==> config.mk <==
export PLATFORM = sky130hd
export DESIGN_NAME = source_lexer_tokenizer
export DESIGN_NICKNAME = d
export VERILOG_FILES = /design/src/hdl/slt_pkg.sv /design/src/hdl/slt_kw_match.sv /design/src/hdl/slt_scan.sv /design/src/hdl/slt_out_buf.sv /design/src/hdl/source_lexer_tokenizer.sv
export SDC_FILE = /design/constraint.sdc
export NUM_CORES = 1
export LEC_CHECK = 0
export ABC_AREA = 1
export ABC_CLOCK_PERIOD_IN_PS = 5900
export BUFFER_PORTS_ARGS = -buffer_cell sky130_fd_sc_hd__buf_4
export CAP_MARGIN = 20
export CORE_MARGIN = 2
export CORE_UTILIZATION = 30
export CTS_CLUSTER_DIAMETER = 100
export DETAILED_ROUTE_END_ITERATION = 8
export GPL_TIMING_DRIVEN = 0
export PLACE_DENSITY_LB_ADDON = 0.25
export SLEW_MARGIN = 5
export SYNTH_ARGS = -nofsm -noshare
export SYNTH_HDL_FRONTEND = slang
export SYNTH_SLANG_ARGS = --single-unit
==> constraint.sdc <==
create_clock -name clk -period 5.9 [get_ports clk]
set_clock_uncertainty 0.1 [all_clocks]
set_input_delay 0.295 -clock clk [delete_from_list [all_inputs] [get_ports clk]]
set_output_delay 0.295 -clock clk [all_outputs]
set_load 0.01 [all_outputs]
==> src/hdl/slt_pkg.sv <==
`timescale 1ns / 1ps
// Shared types, token kind codes, character classes and keyword table for the lexer.
package slt_pkg;

    localparam int MAX_SOURCE_LEN_DEF = 65536;
    localparam int MAX_TOKEN_LEN_DEF  = 255;
    localparam int KW_MAX             = 6;
    localparam int KW_COUNT           = 8;
    localparam int RUN_MAX            = 3;

    // Token kinds; keywords take the codes 0..7 in keyword table order.
    localparam logic [4:0] KIND_INT    = 5'd8;
    localparam logic [4:0] KIND_FLOAT  = 5'd9;
    localparam logic [4:0] KIND_IDENT  = 5'd10;
    localparam logic [4:0] KIND_SEMI   = 5'd11;
    localparam logic [4:0] KIND_PLUS   = 5'd12;
    localparam logic [4:0] KIND_MINUS  = 5'd13;
    localparam logic [4:0] KIND_STAR   = 5'd14;
    localparam logic [4:0] KIND_DIVIDE = 5'd15;
    localparam logic [4:0] KIND_CARET  = 5'd16;
    localparam logic [4:0] KIND_ASSIGN = 5'd17;
    localparam logic [4:0] KIND_LPAREN = 5'd18;
    localparam logic [4:0] KIND_RPAREN = 5'd19;
    localparam logic [4:0] KIND_LBRACE = 5'd20;
    localparam logic [4:0] KIND_RBRACE = 5'd21;
    localparam logic [4:0] KIND_COMMA  = 5'd22;
    localparam logic [4:0] KIND_LAST   = KIND_COMMA;

    localparam logic [7:0] CH_SLASH   = 8'h2F;
    localparam logic [7:0] CH_STAR    = 8'h2A;
    localparam logic [7:0] CH_DOT     = 8'h2E;
    localparam logic [7:0] CH_NEWLINE = 8'h0A;

    typedef logic [KW_MAX-1:0][7:0] kw_chars_t;

    typedef struct packed {
        logic [4:0]  kind;
        logic [15:0] start;
        logic [7:0]  length;
        logic        sat;
    } token_t;

    typedef token_t [RUN_MAX-1:0] token_list_t;

    // Tokens produced by one source byte, in emission order.
    typedef struct packed {
        logic [1:0]  cnt;
        token_list_t tok;
    } run_t;

    typedef struct packed {
        logic       hit;
        logic [4:0] kind;
    } kw_hit_t;

    function automatic logic is_numeral(logic [7:0] c);
        return (c >= "0") && (c <= "9");
    endfunction

    function automatic logic is_letter(logic [7:0] c);
        return ((c >= "A") && (c <= "Z")) || ((c >= "a") && (c <= "z")) || (c == "_");
    endfunction

    function automatic logic is_space(logic [7:0] c);
        return (c == 8'h20) || (c == 8'h09) || (c == 8'h0A) || (c == 8'h0D) ||
               (c == 8'h0B) || (c == 8'h0C);
    endfunction

    // Single-byte punctuation; anything unknown becomes a one-byte identifier.
    function automatic logic [4:0] punct_kind(logic [7:0] c);
        logic [4:0] k;
        case (c)
            ";":     k = KIND_SEMI;
            "+":     k = KIND_PLUS;
            "-":     k = KIND_MINUS;
            "*":     k = KIND_STAR;
            "/":     k = KIND_DIVIDE;
            "^":     k = KIND_CARET;
            "=":     k = KIND_ASSIGN;
            "(":     k = KIND_LPAREN;
            ")":     k = KIND_RPAREN;
            "{":     k = KIND_LBRACE;
            "}":     k = KIND_RBRACE;
            ",":     k = KIND_COMMA;
            default: k = KIND_IDENT;
        endcase
        return k;
    endfunction

    function automatic logic [2:0] kw_len(logic [2:0] k);
        logic [2:0] n;
        case (k)
            3'd0:    n = 3'd4;
            3'd1:    n = 3'd4;
            3'd2:    n = 3'd2;
            3'd3:    n = 3'd3;
            3'd4:    n = 3'd5;
            3'd5:    n = 3'd6;
            3'd6:    n = 3'd4;
            3'd7:    n = 3'd5;
            default: n = 3'd0;
        endcase
        return n;
    endfunction

    // Byte 0 of the result is the first letter of the keyword.
    function automatic kw_chars_t kw_text(logic [2:0] k);
        kw_chars_t r;
        r = '0;
        case (k)
            3'd0:    begin r[0] = "e"; r[1] = "l"; r[2] = "s"; r[3] = "e"; end
            3'd1:    begin r[0] = "e"; r[1] = "x"; r[2] = "i"; r[3] = "t"; end
            3'd2:    begin r[0] = "i"; r[1] = "f"; end
            3'd3:    begin r[0] = "i"; r[1] = "n"; r[2] = "t"; end
            3'd4:
            begin
                r[0] = "f"; r[1] = "l"; r[2] = "o"; r[3] = "a"; r[4] = "t";
            end
            3'd5:
            begin
                r[0] = "r"; r[1] = "e"; r[2] = "t"; r[3] = "u"; r[4] = "r"; r[5] = "n";
            end
            3'd6:    begin r[0] = "v"; r[1] = "o"; r[2] = "i"; r[3] = "d"; end
            3'd7:
            begin
                r[0] = "w"; r[1] = "h"; r[2] = "i"; r[3] = "l"; r[4] = "e";
            end
            default: r = '0;
        endcase
        return r;
    endfunction

endpackage

==> src/hdl/slt_kw_match.sv <==
`timescale 1ns / 1ps
// Keyword matcher: compares the stored identifier prefix against the keyword table.
module slt_kw_match (
    input  slt_pkg::kw_chars_t chars,
    input  logic [2:0]         len,
    input  logic               eligible,
    output slt_pkg::kw_hit_t   result
);

    always_comb
    begin
        slt_pkg::kw_chars_t text;
        logic               eq;
        result = '0;
        for (int k = 0; k < slt_pkg::KW_COUNT; k++)
        begin
            text = slt_pkg::kw_text(3'(k));
            eq   = eligible && (len == slt_pkg::kw_len(3'(k)));
            for (int j = 0; j < slt_pkg::KW_MAX; j++)
            begin
                if ((3'(j) < len) && (chars[j] != text[j]))
                begin
                    eq = 1'b0;
                end
            end
            if (eq && !result.hit)
            begin
                result.hit  = 1'b1;
                result.kind = 5'(k);
            end
        end
    end

endmodule

==> src/hdl/slt_scan.sv <==
`timescale 1ns / 1ps
// Scan state machine: per-byte next state and the run of tokens the byte produces.
module slt_scan #(
    parameter int MAX_SOURCE_LEN = slt_pkg::MAX_SOURCE_LEN_DEF,
    parameter int MAX_TOKEN_LEN  = slt_pkg::MAX_TOKEN_LEN_DEF
) (
    input  logic          clk,
    input  logic          rst_n,
    input  logic          en,
    input  logic [7:0]    ch,
    input  logic          eos,
    output slt_pkg::run_t run
);

    localparam int POS_W = $clog2(MAX_SOURCE_LEN);
    localparam int LEN_W = $clog2(MAX_TOKEN_LEN + 1);

    typedef enum logic [3:0] {
        M_IDLE, M_INT, M_INT_DOT, M_FLOAT, M_IDENT, M_SLASH, M_LINE, M_BLOCK, M_BLOCK_STAR
    } mode_t;

    typedef struct packed {
        logic [LEN_W-1:0]   len;
        logic               ovf;
        slt_pkg::kw_chars_t kw;
    } word_t;

    typedef struct packed {
        logic [1:0]      cnt;
        slt_pkg::token_t a;
        slt_pkg::token_t b;
    } flush_t;

    mode_t              mode_reg, mode_next, mode_a;
    logic [POS_W-1:0]   pos_reg, pos_next;
    logic [POS_W-1:0]   start_reg, start_next, start_a;
    logic [LEN_W-1:0]   len_reg, len_next;
    logic               ovf_reg, ovf_next;
    slt_pkg::kw_chars_t kw_reg, kw_next;
    word_t              word_reg, word_a;
    logic [POS_W-1:0]   prev_pos, pos_inc;
    slt_pkg::run_t      run_a;
    slt_pkg::kw_hit_t   kw_old, kw_new;

    function automatic word_t grow_f(word_t w, logic [7:0] c);
        word_t r;
        r = w;
        if (w.len < LEN_W'(slt_pkg::KW_MAX))
        begin
            r.kw[w.len[2:0]] = c;
        end
        if (w.len < LEN_W'(MAX_TOKEN_LEN))
        begin
            r.len = w.len + 1'b1;
        end
        else
        begin
            r.ovf = 1'b1;
        end
        return r;
    endfunction

    function automatic slt_pkg::token_t make_tok(logic [4:0] kind, logic [POS_W-1:0] start,
                                                 logic [LEN_W-1:0] len, logic ovf);
        logic [POS_W+15:0] sx;
        logic [LEN_W+7:0]  lx;
        slt_pkg::token_t   t;
        sx     = {16'b0, start};
        lx     = {8'b0, len};
        t.kind  = kind;
        t.start = sx[15:0];
        if (lx > (LEN_W + 8)'(255))
        begin
            t.length = 8'd255;
            t.sat    = 1'b1;
        end
        else
        begin
            t.length = lx[7:0];
            t.sat    = ovf;
        end
        return t;
    endfunction

    function automatic flush_t flush_f(mode_t m, logic [POS_W-1:0] st, word_t w,
                                       slt_pkg::kw_hit_t kh, logic [POS_W-1:0] pp);
        flush_t f;
        f = '0;
        case (m)
            M_INT:
            begin
                f.cnt = 2'd1;
                f.a   = make_tok(slt_pkg::KIND_INT, st, w.len, w.ovf);
            end
            M_INT_DOT:
            begin
                f.cnt = 2'd2;
                f.a   = make_tok(slt_pkg::KIND_INT, st, w.len, w.ovf);
                f.b   = make_tok(slt_pkg::KIND_IDENT, pp, LEN_W'(1), 1'b0);
            end
            M_FLOAT:
            begin
                f.cnt = 2'd1;
                f.a   = make_tok(slt_pkg::KIND_FLOAT, st, w.len, w.ovf);
            end
            M_IDENT:
            begin
                f.cnt = 2'd1;
                f.a   = kh.hit ? make_tok(kh.kind, st, w.len, 1'b0)
                               : make_tok(slt_pkg::KIND_IDENT, st, w.len, w.ovf);
            end
            M_SLASH:
            begin
                f.cnt = 2'd1;
                f.a   = make_tok(slt_pkg::KIND_DIVIDE, pp, LEN_W'(1), 1'b0);
            end
            default: f = '0;
        endcase
        return f;
    endfunction

    assign word_reg = '{len: len_reg, ovf: ovf_reg, kw: kw_reg};
    assign prev_pos = (pos_reg == '0) ? POS_W'(MAX_SOURCE_LEN - 1) : pos_reg - 1'b1;
    assign pos_inc  = (pos_reg == POS_W'(MAX_SOURCE_LEN - 1)) ? '0 : pos_reg + 1'b1;

    slt_kw_match u_kw_old (
        .chars    (word_reg.kw),
        .len      (word_reg.len[2:0]),
        .eligible (!word_reg.ovf && (word_reg.len <= LEN_W'(slt_pkg::KW_MAX))),
        .result   (kw_old)
    );

    slt_kw_match u_kw_new (
        .chars    (word_a.kw),
        .len      (word_a.len[2:0]),
        .eligible (!word_a.ovf && (word_a.len <= LEN_W'(slt_pkg::KW_MAX))),
        .result   (kw_new)
    );

    // Scan the byte: extend the pending token, or close it and rescan from idle.
    always_comb
    begin : scan_step
        flush_t               fl;
        logic                 do_flush;
        logic                 do_idle;
        logic [1:0]           n;
        slt_pkg::token_list_t t;
        fl       = flush_f(mode_reg, start_reg, word_reg, kw_old, prev_pos);
        do_flush = 1'b0;
        do_idle  = 1'b0;
        n        = 2'd0;
        t        = '0;
        mode_a   = mode_reg;
        start_a  = start_reg;
        word_a   = word_reg;
        case (mode_reg)
            M_INT:
            begin
                if (slt_pkg::is_numeral(ch))    word_a = grow_f(word_reg, ch);
                else if (ch == slt_pkg::CH_DOT) mode_a = M_INT_DOT;
                else                            do_flush = 1'b1;
            end
            M_INT_DOT:
            begin
                if (slt_pkg::is_numeral(ch))
                begin
                    word_a = grow_f(grow_f(word_reg, slt_pkg::CH_DOT), ch);
                    mode_a = M_FLOAT;
                end
                else
                begin
                    do_flush = 1'b1;
                end
            end
            M_FLOAT:
            begin
                if (slt_pkg::is_numeral(ch)) word_a = grow_f(word_reg, ch);
                else                         do_flush = 1'b1;
            end
            M_IDENT:
            begin
                if (slt_pkg::is_numeral(ch) || slt_pkg::is_letter(ch))
                    word_a = grow_f(word_reg, ch);
                else
                    do_flush = 1'b1;
            end
            M_SLASH:
            begin
                if (ch == slt_pkg::CH_SLASH)     mode_a = M_LINE;
                else if (ch == slt_pkg::CH_STAR) mode_a = M_BLOCK;
                else                             do_flush = 1'b1;
            end
            M_LINE:
            begin
                if (ch == slt_pkg::CH_NEWLINE) mode_a = M_IDLE;
            end
            M_BLOCK:
            begin
                if (ch == slt_pkg::CH_STAR) mode_a = M_BLOCK_STAR;
            end
            M_BLOCK_STAR:
            begin
                if (ch == slt_pkg::CH_SLASH)     mode_a = M_IDLE;
                else if (ch != slt_pkg::CH_STAR) mode_a = M_BLOCK;
            end
            default: do_idle = 1'b1;
        endcase
        if (do_flush)
        begin
            t[0]    = fl.a;
            t[1]    = fl.b;
            n       = fl.cnt;
            mode_a  = M_IDLE;
            do_idle = 1'b1;
        end
        if (do_idle)
        begin
            if (slt_pkg::is_numeral(ch) || slt_pkg::is_letter(ch))
            begin
                mode_a     = slt_pkg::is_numeral(ch) ? M_INT : M_IDENT;
                start_a    = pos_reg;
                word_a.len = '0;
                word_a.ovf = 1'b0;
                word_a     = grow_f(word_a, ch);
            end
            else if (slt_pkg::is_space(ch))
            begin
                mode_a = M_IDLE;
            end
            else if (ch == slt_pkg::CH_SLASH)
            begin
                mode_a = M_SLASH;
            end
            else
            begin
                mode_a = M_IDLE;
                t[n]   = make_tok(slt_pkg::punct_kind(ch), pos_reg, LEN_W'(1), 1'b0);
                n      = n + 2'd1;
            end
        end
        run_a.cnt = n;
        run_a.tok = t;
    end

    // End of source: flush what the byte left pending and return to the reset state.
    always_comb
    begin : eos_step
        flush_t        fl;
        slt_pkg::run_t r;
        fl         = flush_f(mode_a, start_a, word_a, kw_new, pos_reg);
        r          = run_a;
        mode_next  = mode_a;
        pos_next   = pos_inc;
        start_next = start_a;
        len_next   = word_a.len;
        ovf_next   = word_a.ovf;
        kw_next    = word_a.kw;
        if (eos)
        begin
            if (fl.cnt != 2'd0)
            begin
                r.tok[r.cnt] = fl.a;
                r.cnt        = r.cnt + 2'd1;
            end
            if (fl.cnt == 2'd2)
            begin
                r.tok[r.cnt] = fl.b;
                r.cnt        = r.cnt + 2'd1;
            end
            mode_next  = M_IDLE;
            pos_next   = '0;
            start_next = '0;
            len_next   = '0;
            ovf_next   = 1'b0;
        end
        run = r;
    end

    always_ff @(posedge clk or negedge rst_n)
    begin
        if (!rst_n)
        begin
            mode_reg  <= M_IDLE;
            pos_reg   <= '0;
            start_reg <= '0;
            len_reg   <= '0;
            ovf_reg   <= 1'b0;
        end
        else if (en)
        begin
            mode_reg  <= mode_next;
            pos_reg   <= pos_next;
            start_reg <= start_next;
            len_reg   <= len_next;
            ovf_reg   <= ovf_next;
        end
    end

    // Identifier prefix bytes are only read after being written.
    always_ff @(posedge clk)
    begin
        if (en)
        begin
            kw_reg <= kw_next;
        end
    end

endmodule

==> src/hdl/slt_out_buf.sv <==
`timescale 1ns / 1ps
// Result register: holds one byte's run of tokens and drains it one transfer at a time.
module slt_out_buf (
    input  logic            clk,
    input  logic            rst_n,
    input  logic            load,
    input  slt_pkg::run_t   run,
    input  logic            stall,
    output logic            valid,
    output slt_pkg::token_t token,
    output logic            last,
    output logic            free
);

    slt_pkg::token_list_t slot_reg;
    logic [1:0]           cnt_reg, cnt_next;
    logic [1:0]           head_reg, head_next;
    logic                 take;

    assign valid = (cnt_reg != 2'd0);
    assign token = slot_reg[head_reg];
    assign last  = (cnt_reg == 2'd1);
    assign take  = valid && !stall;
    assign free  = (cnt_reg == 2'd0) || (last && !stall);

    always_comb
    begin
        cnt_next  = cnt_reg;
        head_next = head_reg;
        if (load)
        begin
            cnt_next  = run.cnt;
            head_next = 2'd0;
        end
        else if (take)
        begin
            cnt_next  = cnt_reg - 2'd1;
            head_next = head_reg + 2'd1;
        end
    end

    always_ff @(posedge clk or negedge rst_n)
    begin
        if (!rst_n)
        begin
            cnt_reg  <= 2'd0;
            head_reg <= 2'd0;
        end
        else
        begin
            cnt_reg  <= cnt_next;
            head_reg <= head_next;
        end
    end

    always_ff @(posedge clk)
    begin
        if (load)
        begin
            slot_reg <= run.tok;
        end
    end

endmodule

==> src/hdl/source_lexer_tokenizer.sv <==
`timescale 1ns / 1ps
// Top level of the streaming source lexer: input register, scanner and result register.
//
// Source bytes enter on the byte channel (ch, end_of_source, byte_valid, byte_stall) and
// tokens leave on the token channel (token_kind, start_offset, token_length,
// length_saturated, last_of_run, token_valid, token_stall). A transfer happens at a rising
// edge where valid is high and stall is low.
// Each accepted byte waits in the input register until the result register is free; the
// scanner then decides, in the same cycle, every token the byte produces and loads them
// into the result register, from which the first token of the byte is offered.
// Throughput is one byte per cycle while each byte yields at most one token and the
// receiver does not stall. A byte that yields k tokens (k up to 3) holds the result
// register for k token transfers, and the byte channel stalls while they drain.
// last_of_run marks the final token of one byte. A byte with end_of_source set flushes
// any pending token and puts the scanner back at offset 0.
// When the receiver stalls, the current token holds; one further byte is still taken
// into the input register, then byte_stall rises.
// Reset (rst_n low, asynchronous) drops buffered bytes and tokens and returns the
// scanner to idle at offset 0.
module source_lexer_tokenizer #(
    parameter int MAX_SOURCE_LEN = slt_pkg::MAX_SOURCE_LEN_DEF,
    parameter int MAX_TOKEN_LEN  = slt_pkg::MAX_TOKEN_LEN_DEF
) (
    input  logic        clk,
    input  logic        rst_n,
    input  logic [7:0]  ch,
    input  logic        end_of_source,
    input  logic        byte_valid,
    output logic        byte_stall,
    output logic [4:0]  token_kind,
    output logic [15:0] start_offset,
    output logic [7:0]  token_length,
    output logic        length_saturated,
    output logic        last_of_run,
    output logic        token_valid,
    input  logic        token_stall
);

    logic            in_valid_reg, in_valid_next;
    logic [7:0]      ch_reg;
    logic            eos_reg;
    logic            accept;
    logic            fire;
    logic            buf_free;
    slt_pkg::run_t   run;
    slt_pkg::token_t token;

    // Advance the held byte into the scanner once the result register can take its run.
    assign fire       = in_valid_reg && buf_free;
    assign byte_stall = in_valid_reg && !buf_free;
    assign accept     = byte_valid && !byte_stall;

    always_comb
    begin
        in_valid_next = in_valid_reg;
        if (accept)
            in_valid_next = 1'b1;
        else if (fire)
            in_valid_next = 1'b0;
    end

    always_ff @(posedge clk or negedge rst_n)
    begin
        if (!rst_n)
            in_valid_reg <= 1'b0;
        else
            in_valid_reg <= in_valid_next;
    end

    // Byte payload needs no reset; it is qualified by in_valid_reg.
    always_ff @(posedge clk)
    begin
        if (accept)
        begin
            ch_reg  <= ch;
            eos_reg <= end_of_source;
        end
    end

    slt_scan #(
        .MAX_SOURCE_LEN (MAX_SOURCE_LEN),
        .MAX_TOKEN_LEN  (MAX_TOKEN_LEN)
    ) u_scan (
        .clk   (clk),
        .rst_n (rst_n),
        .en    (fire),
        .ch    (ch_reg),
        .eos   (eos_reg),
        .run   (run)
    );

    slt_out_buf u_out_buf (
        .clk   (clk),
        .rst_n (rst_n),
        .load  (fire),
        .run   (run),
        .stall (token_stall),
        .valid (token_valid),
        .token (token),
        .last  (last_of_run),
        .free  (buf_free)
    );

    assign token_kind       = token.kind;
    assign start_offset     = token.start;
    assign token_length     = token.length;
    assign length_saturated = token.sat;

`ifndef SYNTHESIS
    // A token that is not the last of its run is followed by another one.
    a_run_continues: assert property (@(posedge clk) disable iff (!rst_n)
        token_valid && !token_stall && !last_of_run |=> token_valid)
        else $error("token run ended before its last token");

    // The byte side only stalls while tokens are waiting to be taken.
    a_stall_has_cause: assert property (@(posedge clk) disable iff (!rst_n)
        byte_stall |-> token_valid)
        else $error("byte channel stalled with empty result register");

    // Every offered token has a legal kind and a nonzero length.
    a_token_sane: assert property (@(posedge clk) disable iff (!rst_n)
        token_valid |-> (token_kind <= slt_pkg::KIND_LAST) && (token_length != 8'd0))
        else $error("malformed token offered");

    // A run is loaded only when the previous one has fully drained.
    a_no_overwrite: assert property (@(posedge clk) disable iff (!rst_n)
        fire && token_valid |-> last_of_run && !token_stall)
        else $error("result register overwritten before drained");
`endif

endmodule

# Word level (Yosys, flattened, before mapping)
# Cells that the tools add are included.
# Widths: inputs -> output; s select.
# word_totals
regBits	197
in_bits	13
# op_classes
addsub	9
magnitude_cmp	35
eq_ne	101
n_mux	213
bitwise_logic	3
n_reduce_logical	146
# op_table
operator	n
$ne 8x7->1 const B	54
$mux 92	4
$mux 90	4
$pmux 32 s5	2
$mux 57	5
$bwmux 90	3
$mux 48	5
$demux 30 s2	3
$mux 30	6
$pmux 57 s3	1
$mux 1	107
$logic_and 1x1->1	101
$bwmux 48	2
$mux 16	6
$mux 6	16
$eq 8x6->1 const B	11
$reduce_bool 8->1	8
$bmux 30 s2	1
$mux 59	1
$mux 29	2
$mux 4	14
$mux 8	7
$pmux 5 s11	1
$demux 8 s3	2
other kinds (47)	141

# Logic depth before layout (Yosys ltp)
# logic_depth
word_depth	59
mapped_depth	36
ltp_nobuf	35

# By module
# A second synthesis with hierarchy kept.
# hier_totals
hier_cells	2693
hier_area_um2	17574.4
# modules_own_cells
mod	n_inst	cells_per_inst	area_each_um2
slt_scan	1	2072	12100.4
slt_out_buf	1	261	3594.7
slt_kw_match	2	171	772.0
source_lexer_tokenizer	1	18	335.3

# Worst setup path after synthesis
# OpenSTA, ideal clock, no wires.
# synth_path
path_type	reg2reg
startpoint	reg u_out_buf.cnt_reg[1]
endpoint	reg u_scan.pos_reg[12]
setup_time_ns	0.331
arrival_time_ns	5.199
slack_ns	0.271
path_stages_with_launch	7
path_cell_list	dfrtp_1 -> inv_1 -> ha_1 -> a21oi_1 -> nor2_1 -> clkbuf_1 -> a21oi_1
# synth_via
elab_chain_len	4
elab_cells_between_ends	5
classes_between	eq/ne: 1; reduce/logical: 4
# synth_lines
element	line_no	text
from (decl)	slt_out_buf.sv:16	logic [1:0] cnt_reg, cnt_next;
from (signal assigned)	slt_out_buf.sv:51	cnt_reg <= cnt_next;
$eq 2x1->1	slt_out_buf.sv:22	assign last = (cnt_reg == 2'd1);
named net last_of_run	source_lexer_tokenizer.sv:34	output logic last_of_run,
$logic_and 1x1->1	slt_out_buf.sv:24	assign free = (cnt_reg == 2'd0) || (last && !stall);
$logic_or 1x1->1	slt_out_buf.sv:24	
$logic_and 1x1->1	source_lexer_tokenizer.sv:49	assign fire = in_valid_reg && buf_free;
named net fire	source_lexer_tokenizer.sv:43	logic fire;
to (signal assigned)	slt_scan.sv:292	pos_reg <= pos_next;
to (decl)	slt_scan.sv:35	logic [POS_W-1:0] pos_reg, pos_next;
# The timed path passes the listed nets, and every way through them passes these cells.
# A chain may end at the register's enable or synchronous reset.

==> flow_metrics.env <==
export IMPL_holdPathStages=5
export IMPL_coreArea_um2=63200
export IMPL_status="finished clean"
export IMPL_post_route_drc_count=0
export IMPL_min_period_ns=5.74
export IMPL_relSlewSlack_pct=18.9
export IMPL_rr_startpoint="ch_reg[2]"
export IMPL_dr_pass1_iters=7
export IMPL_syn_cell_area_um2=19200
export IMPL_finalInstanceArea_um2=21500
export IMPL_path_clk_slew_ns=0.08
export IMPL_clk_latency_ns=0.51
export IMPL_worstHoldPathType="input port to flop"
export IMPL_synth_area_top_cells="edfxtp_1 (23%), nand2_1 (17%), o21ai_0 (8.7%)"
export IMPL_synth_area_per_cell_um2=6.21
export IMPL_drv_slew=0
export IMPL_fmax_mhz=174
export IMPL_cts_root_buf="clkbuf_16"
export IMPL_vias_per_cell=5.50
export IMPL_finalSetupViolCount=0
export IMPL_synthCells=3087
export IMPL_fin_crit_sh_pct=97.3
export IMPL_crit_path_start="ch_reg[2]"
export IMPL_vdd_drop_max_v=0.000294
export IMPL_ys_seq_area_share_pct=29.5
export IMPL_hold_violations=0
export IMPL_via_count=22200
export IMPL_synthTopCellsByCount="nand2_1 (879), nor2_1 (351), o21ai_0 (333), inv_1 (329), nand3_1 (214)"
export IMPL_crit_type="flop to flop"
export IMPL_fin_ws_ns=0.161
export IMPL_areaGrowthSynthToFinish_pct=12.1
export IMPL_cts_tree="built"
export IMPL_io_buffers=45
export IMPL_drtIter0Drc=3022
export IMPL_fin_hold_ws_ns=0.110
export IMPL_synthFlopType="edfxtp_1"
export IMPL_synth_nets=3117
export IMPL_num_nets_final=3195
export IMPL_power_mw=14.0
export IMPL_cts_inserted_buffers=17
export IMPL_grt_pass1_wl_mm=130
export IMPL_hpwl_mm=66.5
export IMPL_rows=92
export IMPL_pre_cts_slack_ns=-0.621
export IMPL_multi_input_area_um2=11400
export IMPL_cts_buffer_depth=2
export IMPL_synth_top_cell_by_area="edfxtp_1"
export IMPL_fin_cells=4025
export IMPL_arrival_ns=5.94
export IMPL_antenna_left=0
export IMPL_initial_utilization_pct=30.4
export IMPL_drive_gt1_share_pct=9.03
export IMPL_setup_tns_ns=0
export IMPL_antenna_found_initial=2
export IMPL_end_kind="flop"
export IMPL_nFillCells=7018
export IMPL_seqCellArea_um2=5670
export IMPL_numClockSinks=197
export IMPL_reg2reg_depth=27
export IMPL_yosys_area_top_type_share_pct=23.0
export IMPL_synthArstFlopShare_pct=25.4
export IMPL_die_y_um=257
export IMPL_synthDistinctLibCells=57
export IMPL_avgRoutedWirePerCell_um=21.8
export IMPL_largest_reg_flops=90
export IMPL_placed_area_um2=20600
export IMPL_hold_start="token_stall"
export IMPL_final_util_pct=34.0
export IMPL_ys_ff_latch=197
export IMPL_die_w_um=257
export IMPL_htree_levels=4
export IMPL_grt_max_degree=54
export IMPL_cpMaxStageDelayCell="edfxtp_1"
export IMPL_synth_edf_count=147
export IMPL_start_kind="flop"
export IMPL_grt_ovfl_total=0
export IMPL_worstPathRequired_ns=6.10
export IMPL_maxCapViolations=0
export IMPL_ios=46
export IMPL_synth_most_common_cell="nand2_1"
export IMPL_first_global_vias=20100
export IMPL_worst_slew_pin_slew_ns=1.22
export IMPL_critPathMaxStageDelay_ns=0.46
export IMPL_grt_usage_pct=26.2
export IMPL_dieArea_um2=66000
export IMPL_p_leak_nw=9.10
export IMPL_crit_top_cell="nand2_1"
export IMPL_synth_warnings=0
export IMPL_cp_max_fo=10
export IMPL_power_density_nw_per_um2=650
export IMPL_globalplace_congestion=1.02
export IMPL_placedCellCount=3980
export IMPL_wl_mm=87.9
[worst max-delay path: cells and delay by family (launching register included)]
family | cells | cell delay [ns]
AND/OR/NAND/NOR | 11 | 1.75
buffers and inverters | 8 | 1.63
AO/OA/AOI/OAI | 5 | 0.86
adder cells (fa/ha/maj) | 3 | 0.73
flip-flops | 1 | 0.46
[final timing paths]
check	to	slack [ns]
setup / recovery	u_out_buf.slot_reg[81]	0.16
hold / removal	in_valid_reg	0.11
setup reg to reg	u_out_buf.slot_reg[81]	0.16
hold reg to reg	in_valid_reg	0.47
max in group asynchronous	u_scan.pos_reg[0]	4.85
min in group asynchronous	u_out_buf.head_reg[1]	0.33
[routing by layer]
metal	track usage [%]	share of wire (%)	vias up	wire, um
li1	-	-	10400	-
met1	37.5	44	10300	38700
met2	37.0	40	1224	35500
met3	6.31	11	194	9990
met4	11.5	4.1	0	3610
met5	0	0	-	0
[repair_timing]
item,4_1_cts,5_1_grt
gates cloned,0,0
endpoints found under the setup margin,58,57
hold buffers,11,0
resized for setup,7,29
buffers inserted,1,0
hold endpoints to repair,60,0
[layout make-up]
| cell class | count | share of cell area (%) |
|---|---|---|
| clock buffers | 17 | 1.98 |
| inverters | 369 | 6.49 |
| well taps | 846 | 4.92 |
| flip-flops and latches | 197 | 26.4 |
| clock inverters | 15 | 0.879 |
| diodes | 1 | 0.0116 |
| repair buffers | 60 | 2.40 |
| multi-input cells | 2359 | 53.3 |
| plain buffers | 161 | 3.70 |
[power breakdown]
| part | leakage [nW] | internal (mW) | switching [mW] | total, mW |
|---|---|---|---|---|
| sequential | 2.06 | 2.27 | 0.341 | 2.61 |
| combinational | 6.75 | 2.84 | 7.25 | 10.1 |
| clock | 0.295 | 0.579 | 0.708 | 1.29 |
| total | 9.10 | 5.69 | 8.30 | 14.0 |
[cell usage in the layout (no fill, tap or decap), types with 13 or more instances in the layout]
master,count
o211ai_1,17
nor4_1,13
o21ai_1,32
inv_2,31
a22oi_1,21
nor2_1,349
buf_2,44
nor2_4,13
nand3b_1,20
nand3_1,214
nor3_1,73
clkbuf_16,17
inv_1,328
dfrtp_1,50
clkbuf_1,90
nor2_2,19
ha_1,17
o21a_1,14
nand4_1,33
buf_4,55
o22ai_1,83
nand2_1,879
nand2_2,19
o21ai_0,331
edfxtp_1,147
a21oi_1,100
[kinds of logic (layout without fill, tap and decap cells)]
logic type / Yosys count / in the layout / synth area share [%]
other: 0 / 1 / 0
AO/OA/AOI/OAI: 664 / 664 / 19.7
AND/OR/NAND/NOR: 1666 / 1666 / 37.8
XOR/XNOR: 12 / 12 / 0.548
adder cells (fa/ha/maj): 17 / 17 / 1.11
flip-flops: 197 / 197 / 29.5
buffers and inverters: 531 / 622 / 11.4
Power figures use the tool's default switching activity.
